--- config.mk ---
export PLATFORM = sky130hd
export DESIGN_NAME = resistive_touch_sample_processor
export DESIGN_NICKNAME = d
export VERILOG_FILES = /design/src/rtsp_pkg.sv /design/src/rtsp_cfg.sv /design/src/rtsp_div.sv /design/src/rtsp_seq.sv /design/src/rtsp_dp.sv /design/src/resistive_touch_sample_processor.sv
export SDC_FILE = /design/constraint.sdc
export NUM_CORES = 2
export LEC_CHECK = 0
export BUFFER_PORTS_ARGS = -buffer_cell sky130_fd_sc_hd__buf_2
export CORE_UTILIZATION = 54
export DETAILED_ROUTE_END_ITERATION = 16
export GPL_ROUTABILITY_DRIVEN = 1
export PLACE_DENSITY = 0.72
export SLEW_MARGIN = 5
export SYNTH_ARGS = -nofsm -noshare
export SYNTH_HDL_FRONTEND = slang
export SYNTH_SLANG_ARGS = --single-unit
--- constraint.sdc ---
create_clock -name clk -period 19.3 [get_ports clk]
set_input_delay 0 -clock clk [delete_from_list [all_inputs] [get_ports clk]]
set_output_delay 0 -clock clk [all_outputs]
set_load 0.05 [all_outputs]
--- src/rtsp_pkg.sv ---
// Shared types, constants and control program of the touch sample processor.
// No dependencies; every other file imports this package.
package rtsp_pkg;

    // Sample and arithmetic constants
    localparam logic [11:0] MAX_SAMPLE  = 12'd4095;
    localparam logic [40:0] PLATE_OHMS  = 41'd400;
    localparam logic [32:0] ROUND_ADD   = 33'd2047;
    localparam logic [12:0] RAW_MAX_RST = 13'd4096;

    // Register indexes on the configuration port
    localparam logic [2:0] REG_X_MIN  = 3'd0;
    localparam logic [2:0] REG_X_MAX  = 3'd1;
    localparam logic [2:0] REG_Y_MIN  = 3'd2;
    localparam logic [2:0] REG_Y_MAX  = 3'd3;
    localparam logic [2:0] REG_WIDTH  = 3'd4;
    localparam logic [2:0] REG_HEIGHT = 3'd5;

    // Input word, one poll
    typedef struct packed {
        logic        pen_pin;
        logic [11:0] x_sample;
        logic [11:0] y_sample;
        logic [11:0] z1_sample;
        logic [11:0] z2_sample;
    } in_word_t;

    // Result word
    typedef struct packed {
        logic        key_valid;
        logic        key_pressed;
        logic        pos_valid;
        logic [11:0] pos_x;
        logic [11:0] pos_y;
        logic [11:0] pressure;
        logic        pressure_over;
        logic        poll_again;
    } out_word_t;

    // Calibration registers
    typedef struct packed {
        logic [11:0] x_lo;
        logic [12:0] x_hi;
        logic [11:0] y_lo;
        logic [12:0] y_hi;
        logic [11:0] disp_w;
        logic [11:0] disp_h;
    } cfg_t;

    // Datapath operations
    typedef enum logic [3:0] {
        OP_NOP,
        OP_MUL_DX,
        OP_MUL_400,
        OP_DIV_P,
        OP_ROUND,
        OP_MUL_X,
        OP_MUL_Y,
        OP_DIV_S,
        OP_POS_X,
        OP_POS_Y,
        OP_FIN
    } op_t;

    // Jump conditions
    typedef enum logic [2:0] {
        C_NONE,
        C_NO_START,
        C_REL_PIN,
        C_P_SKIP,
        C_DIV_BUSY,
        C_SKIP_POS,
        C_OUT_BLOCKED
    } cond_t;

    typedef logic [4:0] step_t;

    localparam step_t STEP_IDLE = 5'd0;
    localparam step_t STEP_WAITP = 5'd5;
    localparam step_t STEP_WAITX = 5'd10;
    localparam step_t STEP_WAITY = 5'd14;
    localparam step_t STEP_FIN  = 5'd16;

    // One control word per step; ret sends fall-through back to idle
    typedef struct packed {
        op_t   op;
        cond_t cond;
        step_t target;
        logic  ret;
    } ctrl_word_t;

    // Status from datapath to sequencer
    typedef struct packed {
        logic rel_pin;
        logic p_skip;
        logic div_busy;
        logic skip_pos;
        logic out_blocked;
    } stat_t;

    // Control program
    function automatic ctrl_word_t prog_rom(input step_t s);
        ctrl_word_t w;
        w = '{op: OP_NOP, cond: C_NONE, target: STEP_IDLE, ret: 1'b0};
        case (s)
            5'd0:  w = '{op: OP_NOP,     cond: C_NO_START,    target: STEP_IDLE,  ret: 1'b0};
            5'd1:  w = '{op: OP_NOP,     cond: C_REL_PIN,     target: STEP_FIN,   ret: 1'b0};
            5'd2:  w = '{op: OP_MUL_DX,  cond: C_P_SKIP,      target: STEP_FIN,   ret: 1'b0};
            5'd3:  w = '{op: OP_MUL_400, cond: C_NONE,        target: STEP_IDLE,  ret: 1'b0};
            5'd4:  w = '{op: OP_DIV_P,   cond: C_NONE,        target: STEP_IDLE,  ret: 1'b0};
            5'd5:  w = '{op: OP_NOP,     cond: C_DIV_BUSY,    target: STEP_WAITP, ret: 1'b0};
            5'd6:  w = '{op: OP_ROUND,   cond: C_NONE,        target: STEP_IDLE,  ret: 1'b0};
            5'd7:  w = '{op: OP_NOP,     cond: C_SKIP_POS,    target: STEP_FIN,   ret: 1'b0};
            5'd8:  w = '{op: OP_MUL_X,   cond: C_NONE,        target: STEP_IDLE,  ret: 1'b0};
            5'd9:  w = '{op: OP_DIV_S,   cond: C_NONE,        target: STEP_IDLE,  ret: 1'b0};
            5'd10: w = '{op: OP_NOP,     cond: C_DIV_BUSY,    target: STEP_WAITX, ret: 1'b0};
            5'd11: w = '{op: OP_POS_X,   cond: C_NONE,        target: STEP_IDLE,  ret: 1'b0};
            5'd12: w = '{op: OP_MUL_Y,   cond: C_NONE,        target: STEP_IDLE,  ret: 1'b0};
            5'd13: w = '{op: OP_DIV_S,   cond: C_NONE,        target: STEP_IDLE,  ret: 1'b0};
            5'd14: w = '{op: OP_NOP,     cond: C_DIV_BUSY,    target: STEP_WAITY, ret: 1'b0};
            5'd15: w = '{op: OP_POS_Y,   cond: C_NONE,        target: STEP_IDLE,  ret: 1'b0};
            5'd16: w = '{op: OP_FIN,     cond: C_OUT_BLOCKED, target: STEP_FIN,   ret: 1'b1};
            default: w = '{op: OP_NOP,   cond: C_NONE,        target: STEP_IDLE,  ret: 1'b1};
        endcase
        return w;
    endfunction

endpackage

--- src/rtsp_cfg.sv ---
// Calibration register file behind the APB-style configuration port.
// Depends on rtsp_pkg for cfg_t and the register indexes.
module rtsp_cfg
    import rtsp_pkg::*;
(
    input  logic        clk,
    input  logic        rst_n,
    input  logic        psel,
    input  logic        penable,
    input  logic        pwrite,
    input  logic [4:0]  paddr,
    input  logic [31:0] pwdata,
    output logic [31:0] prdata,
    output cfg_t        cfg
);

    cfg_t       cfg_reg;
    cfg_t       cfg_next;
    logic [2:0] idx;
    logic       wr_en;

    assign idx   = paddr[4:2];
    assign wr_en = psel && penable && pwrite;
    assign cfg   = cfg_reg;

    // Register write decode
    always_comb
    begin
        cfg_next = cfg_reg;
        if (wr_en)
        begin
            case (idx)
                REG_X_MIN:  cfg_next.x_lo   = pwdata[11:0];
                REG_X_MAX:  cfg_next.x_hi   = pwdata[12:0];
                REG_Y_MIN:  cfg_next.y_lo   = pwdata[11:0];
                REG_Y_MAX:  cfg_next.y_hi   = pwdata[12:0];
                REG_WIDTH:  cfg_next.disp_w = pwdata[11:0];
                REG_HEIGHT: cfg_next.disp_h = pwdata[11:0];
                default:    cfg_next = cfg_reg;
            endcase
        end
    end

    always_ff @(posedge clk or negedge rst_n)
    begin
        if (!rst_n)
        begin
            cfg_reg.x_lo   <= '0;
            cfg_reg.x_hi   <= RAW_MAX_RST;
            cfg_reg.y_lo   <= '0;
            cfg_reg.y_hi   <= RAW_MAX_RST;
            cfg_reg.disp_w <= '0;
            cfg_reg.disp_h <= '0;
        end
        else
        begin
            cfg_reg <= cfg_next;
        end
    end

    // Read mux
    always_comb
    begin
        case (idx)
            REG_X_MIN:  prdata = {20'd0, cfg_reg.x_lo};
            REG_X_MAX:  prdata = {19'd0, cfg_reg.x_hi};
            REG_Y_MIN:  prdata = {20'd0, cfg_reg.y_lo};
            REG_Y_MAX:  prdata = {19'd0, cfg_reg.y_hi};
            REG_WIDTH:  prdata = {20'd0, cfg_reg.disp_w};
            REG_HEIGHT: prdata = {20'd0, cfg_reg.disp_h};
            default:    prdata = '0;
        endcase
    end

endmodule

--- src/rtsp_div.sv ---
// Shared unsigned divider, 32-bit dividend by 13-bit divisor, two bits per cycle.
// Depends on rtsp_pkg (imported for house consistency of types).
module rtsp_div
    import rtsp_pkg::*;
(
    input  logic        clk,
    input  logic        rst_n,
    input  logic        start,
    input  logic [31:0] num,
    input  logic [12:0] den,
    output logic        busy,
    output logic [31:0] quo
);

    logic        busy_reg;
    logic        busy_next;
    logic [3:0]  cnt_reg;
    logic [3:0]  cnt_next;
    logic [12:0] rem_reg;
    logic [12:0] rem_next;
    logic [31:0] quo_reg;
    logic [31:0] quo_next;
    logic [12:0] den_reg;
    logic [12:0] den_next;
    logic [13:0] t1;
    logic [13:0] r1;
    logic [13:0] t2;
    logic [13:0] r2;
    logic        ge1;
    logic        ge2;

    // Two restoring steps per cycle
    always_comb
    begin
        t1  = {rem_reg, quo_reg[31]};
        ge1 = t1 >= {1'b0, den_reg};
        r1  = ge1 ? (t1 - {1'b0, den_reg}) : t1;
        t2  = {r1[12:0], quo_reg[30]};
        ge2 = t2 >= {1'b0, den_reg};
        r2  = ge2 ? (t2 - {1'b0, den_reg}) : t2;
    end

    always_comb
    begin
        busy_next = busy_reg;
        cnt_next  = cnt_reg;
        rem_next  = rem_reg;
        quo_next  = quo_reg;
        den_next  = den_reg;
        if (start)
        begin
            busy_next = 1'b1;
            cnt_next  = '0;
            rem_next  = '0;
            quo_next  = num;
            den_next  = den;
        end
        else if (busy_reg)
        begin
            rem_next = r2[12:0];
            quo_next = {quo_reg[29:0], ge1, ge2};
            cnt_next = cnt_reg + 4'd1;
            if (cnt_reg == 4'd15)
            begin
                busy_next = 1'b0;
            end
        end
    end

    always_ff @(posedge clk or negedge rst_n)
    begin
        if (!rst_n)
        begin
            busy_reg <= 1'b0;
            cnt_reg  <= '0;
        end
        else
        begin
            busy_reg <= busy_next;
            cnt_reg  <= cnt_next;
        end
    end

    always_ff @(posedge clk)
    begin
        rem_reg <= rem_next;
        quo_reg <= quo_next;
        den_reg <= den_next;
    end

    assign busy = busy_reg;
    assign quo  = quo_reg;

endmodule

--- src/rtsp_seq.sv ---
// Microcode sequencer: step counter, program table and conditional jumps.
// Depends on rtsp_pkg for the program, control word and status types.
module rtsp_seq
    import rtsp_pkg::*;
(
    input  logic       clk,
    input  logic       rst_n,
    input  logic       in_valid,
    input  stat_t      stat,
    output ctrl_word_t ctrl,
    output logic       idle
);

    step_t pc_reg;
    step_t pc_next;
    logic  jump;

    assign ctrl = prog_rom(pc_reg);
    assign idle = (pc_reg == STEP_IDLE);

    // Jump condition select
    always_comb
    begin
        case (ctrl.cond)
            C_NONE:        jump = 1'b0;
            C_NO_START:    jump = !in_valid;
            C_REL_PIN:     jump = stat.rel_pin;
            C_P_SKIP:      jump = stat.p_skip;
            C_DIV_BUSY:    jump = stat.div_busy;
            C_SKIP_POS:    jump = stat.skip_pos;
            C_OUT_BLOCKED: jump = stat.out_blocked;
            default:       jump = 1'b0;
        endcase
    end

    // Next step
    always_comb
    begin
        if (jump)
        begin
            pc_next = ctrl.target;
        end
        else if (ctrl.ret)
        begin
            pc_next = STEP_IDLE;
        end
        else
        begin
            pc_next = pc_reg + 5'd1;
        end
    end

    always_ff @(posedge clk or negedge rst_n)
    begin
        if (!rst_n)
        begin
            pc_reg <= STEP_IDLE;
        end
        else
        begin
            pc_reg <= pc_next;
        end
    end

endmodule

--- src/rtsp_dp.sv ---
// Datapath: input word, multiplier stages, shared divider, result register.
// Depends on rtsp_pkg and instantiates rtsp_div.
module rtsp_dp
    import rtsp_pkg::*;
(
    input  logic       clk,
    input  logic       rst_n,
    input  ctrl_word_t ctrl,
    input  cfg_t       cfg,
    input  logic       in_accept,
    input  in_word_t   in_word,
    input  logic       out_ready,
    output logic       out_valid,
    output out_word_t  out_word,
    output stat_t      stat
);

    in_word_t    in_reg;
    logic [31:0] a_reg;
    logic [31:0] a_next;
    logic [19:0] p_reg;
    logic [19:0] p_next;
    logic        neg_reg;
    logic        neg_next;
    logic        spanz_reg;
    logic        spanz_next;
    logic [12:0] den_reg;
    logic [12:0] den_next;
    logic [11:0] posx_reg;
    logic [11:0] posx_next;
    logic [11:0] posy_reg;
    logic [11:0] posy_next;
    logic        pen_down_reg;
    logic        pen_down_next;
    out_word_t   out_reg;
    out_word_t   out_next;
    logic        out_valid_reg;
    logic        out_valid_next;

    logic [11:0] xp;
    logic [31:0] dz;
    logic [43:0] prod_dx;
    logic [40:0] prod_400;
    logic [32:0] sum_rnd;
    logic        axis_y;
    logic [11:0] raw;
    logic [11:0] lo;
    logic [12:0] hi;
    logic [11:0] size;
    logic [12:0] diff;
    logic [12:0] dmag_full;
    logic [23:0] prod_s;
    logic [13:0] span;
    logic [13:0] smag_full;
    logic [11:0] pos_res;
    logic        div_start;
    logic [12:0] div_den;
    logic        div_busy;
    logic [31:0] div_quo;
    logic        scale_on;
    logic        p_over;
    logic        p_zero;
    logic        rel_pin;
    logic        nz;
    logic        out_blocked;
    logic        fin_fire;

    // Pressure terms
    assign xp       = (in_reg.x_sample == MAX_SAMPLE) ? 12'd0 : in_reg.x_sample;
    assign dz       = {20'd0, in_reg.z2_sample} - {20'd0, in_reg.z1_sample};
    assign prod_dx  = {12'd0, dz} * {32'd0, xp};
    assign prod_400 = {9'd0, a_reg} * PLATE_OHMS;
    assign sum_rnd  = {1'b0, div_quo} + ROUND_ADD;

    // Axis operand select for scaling
    assign axis_y = (ctrl.op == OP_MUL_Y) || (ctrl.op == OP_POS_Y);
    assign raw    = axis_y ? in_reg.y_sample : in_reg.x_sample;
    assign lo     = axis_y ? cfg.y_lo : cfg.x_lo;
    assign hi     = axis_y ? cfg.y_hi : cfg.x_hi;
    assign size   = axis_y ? cfg.disp_h : cfg.disp_w;

    // Signed offset and span as sign and magnitude
    assign diff      = {1'b0, raw} - {1'b0, lo};
    assign dmag_full = diff[12] ? (13'd0 - diff) : diff;
    assign prod_s    = dmag_full[11:0] * size;
    assign span      = {1'b0, hi} - {2'b0, lo};
    assign smag_full = span[13] ? (14'd0 - span) : span;

    // Quotient back to a clamped coordinate
    always_comb
    begin
        if (spanz_reg || neg_reg)
        begin
            pos_res = '0;
        end
        else if (div_quo > {20'd0, size})
        begin
            pos_res = size;
        end
        else
        begin
            pos_res = div_quo[11:0];
        end
    end

    // Shared divider
    assign div_start = (ctrl.op == OP_DIV_P) || (ctrl.op == OP_DIV_S);
    assign div_den   = (ctrl.op == OP_DIV_P) ? {1'b0, in_reg.z1_sample} : den_reg;

    rtsp_div u_div (
        .clk   (clk),
        .rst_n (rst_n),
        .start (div_start),
        .num   (a_reg),
        .den   (div_den),
        .busy  (div_busy),
        .quo   (div_quo)
    );

    // Status flags
    assign scale_on    = (cfg.disp_w != 12'd0) && (cfg.disp_h != 12'd0);
    assign p_over      = |p_reg[19:12];
    assign p_zero      = (p_reg == 20'd0);
    assign rel_pin     = pen_down_reg && !in_reg.pen_pin;
    assign nz          = !rel_pin && !p_over && !p_zero;
    assign out_blocked = out_valid_reg && !out_ready;
    assign fin_fire    = (ctrl.op == OP_FIN) && !out_blocked;

    assign stat.rel_pin     = rel_pin;
    assign stat.p_skip      = (xp == 12'd0) || (in_reg.z1_sample == 12'd0);
    assign stat.div_busy    = div_busy;
    assign stat.skip_pos    = p_over || p_zero || !scale_on;
    assign stat.out_blocked = out_blocked;

    // Operation decode
    always_comb
    begin
        a_next     = a_reg;
        p_next     = p_reg;
        neg_next   = neg_reg;
        spanz_next = spanz_reg;
        den_next   = den_reg;
        posx_next  = posx_reg;
        posy_next  = posy_reg;
        case (ctrl.op)
            OP_MUL_DX:
            begin
                a_next = prod_dx[31:0];
                p_next = '0;
            end
            OP_MUL_400:
            begin
                a_next = prod_400[31:0];
            end
            OP_ROUND:
            begin
                p_next = sum_rnd[31:12];
            end
            OP_MUL_X, OP_MUL_Y:
            begin
                a_next     = {8'd0, prod_s};
                neg_next   = diff[12] ^ span[13];
                spanz_next = (span == 14'd0);
                den_next   = smag_full[12:0];
            end
            OP_POS_X:
            begin
                posx_next = pos_res;
            end
            OP_POS_Y:
            begin
                posy_next = pos_res;
            end
            default:
            begin
                a_next = a_reg;
            end
        endcase
    end

    // Result word and pen state
    always_comb
    begin
        out_next       = out_reg;
        pen_down_next  = pen_down_reg;
        out_valid_next = out_valid_reg && !out_ready;
        if (fin_fire)
        begin
            out_next.key_valid     = rel_pin || (nz && !pen_down_reg);
            out_next.key_pressed   = nz && !pen_down_reg;
            out_next.pos_valid     = nz;
            out_next.pos_x         = !nz ? 12'd0 : (scale_on ? posx_reg : in_reg.x_sample);
            out_next.pos_y         = !nz ? 12'd0 : (scale_on ? posy_reg : in_reg.y_sample);
            out_next.pressure      = nz ? p_reg[11:0] : 12'd0;
            out_next.pressure_over = !rel_pin && p_over;
            if (rel_pin)
            begin
                pen_down_next = 1'b0;
            end
            else if (nz)
            begin
                pen_down_next = 1'b1;
            end
            out_next.poll_again = pen_down_next;
            out_valid_next      = 1'b1;
        end
    end

    always_ff @(posedge clk or negedge rst_n)
    begin
        if (!rst_n)
        begin
            pen_down_reg  <= 1'b0;
            out_valid_reg <= 1'b0;
        end
        else
        begin
            pen_down_reg  <= pen_down_next;
            out_valid_reg <= out_valid_next;
        end
    end

    always_ff @(posedge clk)
    begin
        if (in_accept)
        begin
            in_reg <= in_word;
        end
        a_reg     <= a_next;
        p_reg     <= p_next;
        neg_reg   <= neg_next;
        spanz_reg <= spanz_next;
        den_reg   <= den_next;
        posx_reg  <= posx_next;
        posy_reg  <= posy_next;
        out_reg   <= out_next;
    end

    assign out_valid = out_valid_reg;
    assign out_word  = out_reg;

endmodule

--- src/resistive_touch_sample_processor.sv ---
// Touch sample processor: one poll word in, one result word out; one word in work at a time.
// A release by pin goes straight to the finish step, as does a poll with X at zero or full
// scale or Z1 at zero. Otherwise the pressure is computed and, unless it is over range or
// zero or scaling is off, each axis is scaled. Each divider run (pressure, then each axis)
// holds its wait step until the divider is done. The next word is taken the cycle after the
// result registers, which may wait on out_ready. Reset clears pen state, loads calibration.
module resistive_touch_sample_processor
    import rtsp_pkg::*;
(
    input  logic        clk,
    input  logic        rst_n,
    input  logic        psel,
    input  logic        penable,
    input  logic        pwrite,
    input  logic [4:0]  paddr,
    input  logic [31:0] pwdata,
    output logic [31:0] prdata,
    output logic        pready,
    input  logic        in_valid,
    output logic        in_ready,
    input  in_word_t    in_word,
    output logic        out_valid,
    input  logic        out_ready,
    output out_word_t   out_word
);

    cfg_t       cfg;
    ctrl_word_t ctrl;
    stat_t      stat;
    logic       idle;
    logic       in_accept;

    assign pready    = 1'b1;
    assign in_ready  = idle;
    assign in_accept = in_valid && in_ready;

    // Calibration registers
    rtsp_cfg u_cfg (
        .clk     (clk),
        .rst_n   (rst_n),
        .psel    (psel),
        .penable (penable),
        .pwrite  (pwrite),
        .paddr   (paddr),
        .pwdata  (pwdata),
        .prdata  (prdata),
        .cfg     (cfg)
    );

    // Program sequencer
    rtsp_seq u_seq (
        .clk      (clk),
        .rst_n    (rst_n),
        .in_valid (in_valid),
        .stat     (stat),
        .ctrl     (ctrl),
        .idle     (idle)
    );

    // Datapath
    rtsp_dp u_dp (
        .clk       (clk),
        .rst_n     (rst_n),
        .ctrl      (ctrl),
        .cfg       (cfg),
        .in_accept (in_accept),
        .in_word   (in_word),
        .out_ready (out_ready),
        .out_valid (out_valid),
        .out_word  (out_word),
        .stat      (stat)
    );

`ifndef SYNTHESIS
    // No word is taken while the divider still runs
    a_idle_div: assert property (@(posedge clk) disable iff (!rst_n)
        in_ready |-> !stat.div_busy)
        else $error("word accepted while divider busy");

    // A press leaves the pen down
    a_press_poll: assert property (@(posedge clk) disable iff (!rst_n)
        (out_valid && out_word.key_pressed) |-> (out_word.key_valid && out_word.poll_again))
        else $error("press without key or pen state");

    // An over-range pressure reports neither key nor position
    a_over_quiet: assert property (@(posedge clk) disable iff (!rst_n)
        (out_valid && out_word.pressure_over) |->
            (!out_word.key_valid && !out_word.pos_valid && out_word.pressure == 12'd0))
        else $error("over-range word carries an event");

    // A release clears the pen state
    a_release: assert property (@(posedge clk) disable iff (!rst_n)
        (out_valid && out_word.key_valid && !out_word.key_pressed) |-> !out_word.poll_again)
        else $error("release left pen down");
`endif

endmodule
# Word-level counts from Yosys, hierarchy flattened
# Memory sizes are Yosys's and may differ from the RTL's.
# Index checks and enable logic that the tools add are counted.
# op_classes
eq_ne	23
n_lt_le_gt_ge	3
n_reduce_logical	46
bitwise_logic	1
muxes	30
n_mul	3
addsub	10
# ops
cell	count
$mux 12	10
$pmux 32 s3	1
$pmux 13 s6	1
$mux 32	2
$mux 13	4
$pmux 20 s2	1
$add 32x11->32 const B	1
$gt 32x12->1	1
$mul 32x12->32	1
$mul 32x5->28 const B	1
$ge 14x13->1	2
$sub 12x12->13	2
$sub 13x13->13	2
$logic_not 12->1	2
$mul 12x12->24	1
$reduce_bool 12->1	2
$logic_not 20->1	1
$eq 4x3->1 const B	4
$eq 4x4->1 const B	4
$eq 3x3->1 const B	5
$logic_not 14->1	1
$sub 13x12->14	1
$sub 1x13->13 const A	1
$eq 12x12->1 const B	1
22 further kinds	64
# word_totals
rom_bits	416
mem_count	1
register_bits	325
word_cells	152
# mem_list
name	depth	width	rd	rd_ports_with_merged_regs	write_ports	line	rtl
(no name shown)	32	13	1	0	0	rtsp_pkg.sv:105	case (s)

# Logic depth before layout (Yosys ltp)
# An unclocked memory read counts as a cell.
# logic_depth
ltp_word	9
ltp_mapped	49
depth_no_buf	43

# By module
# A second synthesis with hierarchy kept.
# unflattened
hier_cells	3146
area_unflattened_um2	31681.6
# by_module_without_submodules
module	n_inst	seq_area_each_um2	area_each_um2	cells_each
rtsp_dp	1	5485.3	23512.6	2447
rtsp_div	1	1736.7	3871.2	346
rtsp_cfg	1	1854.3	3616.0	270
rtsp_seq	1	125.1	664.4	80
resistive_touch_sample_processor	1	0.0	17.5	3

# Worst setup path before layout
# No wires, ideal clock.
# synth_timing
path_type	register to register
from	register u_seq.pc_reg[1]
to	register u_dp.a_reg[23], data pin
arrival_time_ps	10401
path_stages_with_launch	46
required_time_ps	19039
period_less_slack_ps	10662
setup_slack_ps	8638
setup_time_ps	261
path_cell_list	dfrtp_1 > ha_1 > ha_1 > or2_2 > a21o_4 > o211ai_2 > inv_2 > a21oi_4 > buf_1 > clkbuf_1 > clkbuf_1 > nand2_1 > nand2_1 > ha_1 > fa_1 > clkbuf_1 > nor2_1 > o211ai_1 > [... 10 more ...] > fa_1 > inv_1 > fa_1 > fa_1 > inv_1 > fa_1 > inv_1 > ha_1 > and3_1 > a21oi_1 > o211ai_1 > a31oi_1 > nor2_1 > o21a_1 > o31ai_1 > a21oi_1 > mux2i_1 > a311o_1
# synth_between
elab_chain_cells	9
# synth_lines
element	line	rtl
from (decl)	rtsp_seq.sv:14	step_t pc_reg;
from (signal assigned)	rtsp_seq.sv:61	pc_reg <= pc_next;
$mem_v2 32x13 (*)	-	
$eq 4x3->1 / $eq 4x4->1 (equally long branches)	rtsp_dp.sv:76, rtsp_dp.sv:145	
$logic_or 1x1->1	rtsp_dp.sv:76	assign axis_y = (ctrl.op == OP_MUL_Y) || (ctrl.op == OP_POS_Y);
$mux 12, on equally long branches	rtsp_dp.sv:77, rtsp_dp.sv:78	
$sub 12x12->13	rtsp_dp.sv:83	assign diff = {1'b0, raw} - {1'b0, lo};
$sub 1x12->12	rtsp_dp.sv:84	assign dmag_full = diff[12] ? (13'd0 - diff) : diff;
$mux 12	rtsp_dp.sv:84	
$mul 12x12->24	rtsp_dp.sv:85	assign prod_s = dmag_full[11:0] * size;
$pmux 32 s3 (*)	rtsp_dp.sv:145	case (ctrl.op)
net u_dp.a_next[23]	rtsp_dp.sv:20	logic [31:0] a_next;
to (signal assigned)	rtsp_dp.sv:229	a_reg <= a_next;
to (decl)	rtsp_dp.sv:19	logic [31:0] a_reg;
# The timed path passes the listed nets; every way through them passes the cells marked *.
# A chain may end at the register's enable or synchronous reset.

# Final worst setup path
# layout_timing
from	register u_seq.pc_reg[2]
to	register u_dp.a_reg[20], data pin
# Same word-level chain as after synthesis.

==> impl_results.md <==
* Final Hold Violating Endpoints at 0
* CTS resizes at 0
* Biggest fanout along the worst timing path at 43
* Area added between synthesis and finish at 10.3%
* Path class of the lowest-slack min-delay path: in2reg
* Clock-pin slew of the registers on the worst-case setup and hold paths at 0.06 ns
* Number of top-level design ports at 169
* XOR/XNOR Fraction of Synth Area at 4.67%
* I/O Buffers at 127
* Tcrit/Tclk final at 64.3%
* Post-synthesis compound-gate area fraction at 9.28%
* Initial drt markers at 1854
* Yosys top cell area share at 21.4%
* RSZ-0062 raised after global routing: no
* Count of nets after finishing at 4020
* HPWL Detailed at 65000 um
* Effective utilization at floorplan at 54.9%
* Largest net degree at the start of global routing at 75
* Sum of negative setup slack at 0 ns
* Number of antenna violations at the first check in global routing at 0
* Count of flip-flops with a built-in enable after synthesis at 226
* Sort of element at the end of the critical path: register
* Clock tree buffer depth at 3
* Post-CTS setup buffer count at 0
* Number of remaining DRC errors at 0
* Fill cell instance count of the final layout at 4831
* Number of buffers created by CTS at 38
* Deepest level of the CTS H-tree at 2
* Sum of routed wire length over all layers at 84200 um
* Largest stage delay on the critical path at 0.94 ns
* Chip width at 244 um
* Proportion of synthesized chip area in sequential cells at 29.0%
* Dominant synthesized flop cell: edfxtp_1
* Gate count after technology mapping at 3230
* Count of antenna diodes in the layout at 0
* Mux contribution to synthesized area at 7.54%
* Result of the run: completed
* Basic-gate share of the synthesized area counting and, or, nand and nor cells at 13.3%
* Category of the worst setup path launch point: register
* Category of the most critical setup path: reg2reg
* Leftover overflow at the end of global routing at 0
* Synthesized area per cell at 9.82 um^2
* Netlist area before placement at 31700 um^2
* Clock tree from TritonCTS: done
* Final Max Slew Viols at 0
* WL per Instance at 20.2 um
* Leading area contributor after synthesis: edfxtp_1
* Synthesized-area fraction occupied by adder cells at 28.5%
* Die area at 59700 um^2
* Most common cell on crit path: fa_1
* Layout cell share with drive strength beyond 1 at 12.0%
* Period minus WS final at 12.42 ns
* Insertion delay of the later-clocked pin in the worst-skew pair at 0.60 ns
* Post-synthesis async set-or-reset flop share at 26.5%
* Detailed-routing iteration count for the pre-antenna-repair pass at 8
* Layout Skew at 0.0428 ns
* Max-cap violations at 0
* Most area-consuming cells after synthesis: edfxtp_1, fa_1, ha_1
* Number of global-route vias before repair at 24400
* Total of flip-flops plus latches after synthesis at 325
* Area inside the core boundary at 57800 um^2
* Gr usage total at 28.5%
* Transition time at the pin with the least slew margin at 1.22 ns
* Via count at 24000
* Distinct cell type count of the synthesized netlist at 98
* Slew margin rel. at 18.4%
* WP data arrival at 12.70 ns
* Highest Clock Rate at 0.0805 GHz
* Total number of yosys warnings at 0
* Main combinational cell family by area after synthesis: adder cells
* Vert. Die Dim at 244 um
* DRT antenna net count at 0
* Via density per instance at 5.75
* Setup violators final at 0
* Num rows at 88
* Endpoint required time on the critical path at 19.58 ns
* Gp weighted congestion at 0.957
* Clock tree root buffer cell: clkbuf_16
* Global-route wire length before repair at 133000 um
* Final-layout worst hold slack at 0.0883 ns
* CP max-delay cell: xnor2_1
* TritonCTS sink count at 325
* Max FFs per register at 74
-- timing repair --
action / 4_1_cts / 5_1_grt
hold buffers: 65 / 0
endpoints found under the setup margin: 0 / 0
endpoints found under the hold margin: 208 / 0
-- critical path: cells and delay by family, from the launching register on --
kind	cells	cell delay, ns
compound gates	14	3.64
buf+inv	6	1.12
xor+xnor	1	0.94
fa+ha+maj	8	3.49
flops	1	0.67
simple gates	10	2.22
-- path summary, 6_finish.rpt --
| kind | depth (start not counted) | to | slack, ns | startpoint |
|---|---|---|---|---|
| setup reg to reg | 39 | u_dp.a_reg[20] | 6.88 | u_seq.pc_reg[2] |
| setup / recovery | 39 | u_dp.a_reg[20] | 6.88 | u_seq.pc_reg[2] |
| hold reg to reg | 2 | u_dp.u_div.rem_reg[6] | 0.50 | u_dp.u_div.rem_reg[6] |
| max in group asynchronous | 3 | u_dp.u_div.busy | 18.38 | rst_n |
| hold / removal | 5 | u_cfg.cfg[26] | 0.09 | penable |
| min in group asynchronous | 3 | u_cfg.cfg[21] | 0.21 | rst_n |
-- area by class of cell --
type	count	area [um^2]	share of cell area (%)
Timing Repair Buffer	225	1540	4.39
Tap cell	765	957	2.74
Inverter	489	1840	5.25
Clock inverter	25	268	0.765
Sequential cell	325	9200	26.3
Multi-Input combinational cell	2303	20200	57.8
Clock buffer	44	973	2.78
-- through the flow --
stage	setup slack, ns	std cells	util, %	area, um^2
floorplan	8.64	3248	-	31800
global placement	7.31	4042	57.2	33100
detailed placement	7.12	4042	57.2	33100
CTS	7.10	4176	60.5	35000
global route	6.36	4176	60.5	35000
finish	6.88	4176	60.5	35000
-- cells in the final DEF, fill, tap and decap left out, drive strengths merged, types with 40 or more instances in the layout --
| cell type | n |
|---|---|
| inv | 493 |
| nand2 | 345 |
| fa | 285 |
| ha | 260 |
| nor2 | 235 |
| edfxtp | 226 |
| buf | 160 |
| mux2 | 132 |
| xnor2 | 103 |
| a21oi | 93 |
| o21ai | 89 |
| mux2i | 85 |
| dfrtp | 84 |
| xor2 | 66 |
| dlygate4sd3 | 65 |
| and2 | 47 |
| nand3 | 45 |
| clkbuf | 44 |
| a21o | 42 |
| nor2b | 40 |
-- cell families (layout without fill, tap and decap cells) --
logic type	after synthesis	in the layout
AND/OR/NAND/NOR	911	911
adder cells (fa/ha/maj)	553	553
buffers and inverters	620	783
flip-flops	325	325
multiplexers	219	219
other	2	20
AO/OA/AOI/OAI	431	431
XOR/XNOR	169	169
-- synthesized netlist by cell type (32+ instances only) --
cell type	count
nand2_1	344
nor3_1	38
nand3_1	45
nand2b_1	32
clkbuf_1	95
inv_1	487
a21o_1	41
xnor2_1	103
and2_1	46
a21oi_1	91
mux2_2	131
o21ai_0	85
ha_1	260
dfrtp_1	84
fa_1	285
nor2b_1	40
nor2_1	235
edfxtp_1	226
xor2_1	66
mux2i_1	84
-- metal layers --
metal	wire length (um)	part of all wire, %	track usage, %	up-vias
li1	-	-	-	11100
met5	0	0	0	-
met1	35500	42	38.7	11900
met3	6870	8.2	4.88	130
met2	39600	47	46.8	884
met4	2290	2.7	8.68	0
Power is not shown: default switching activity piles up to over one toggle a cycle in this logic, so the estimate is an artifact.
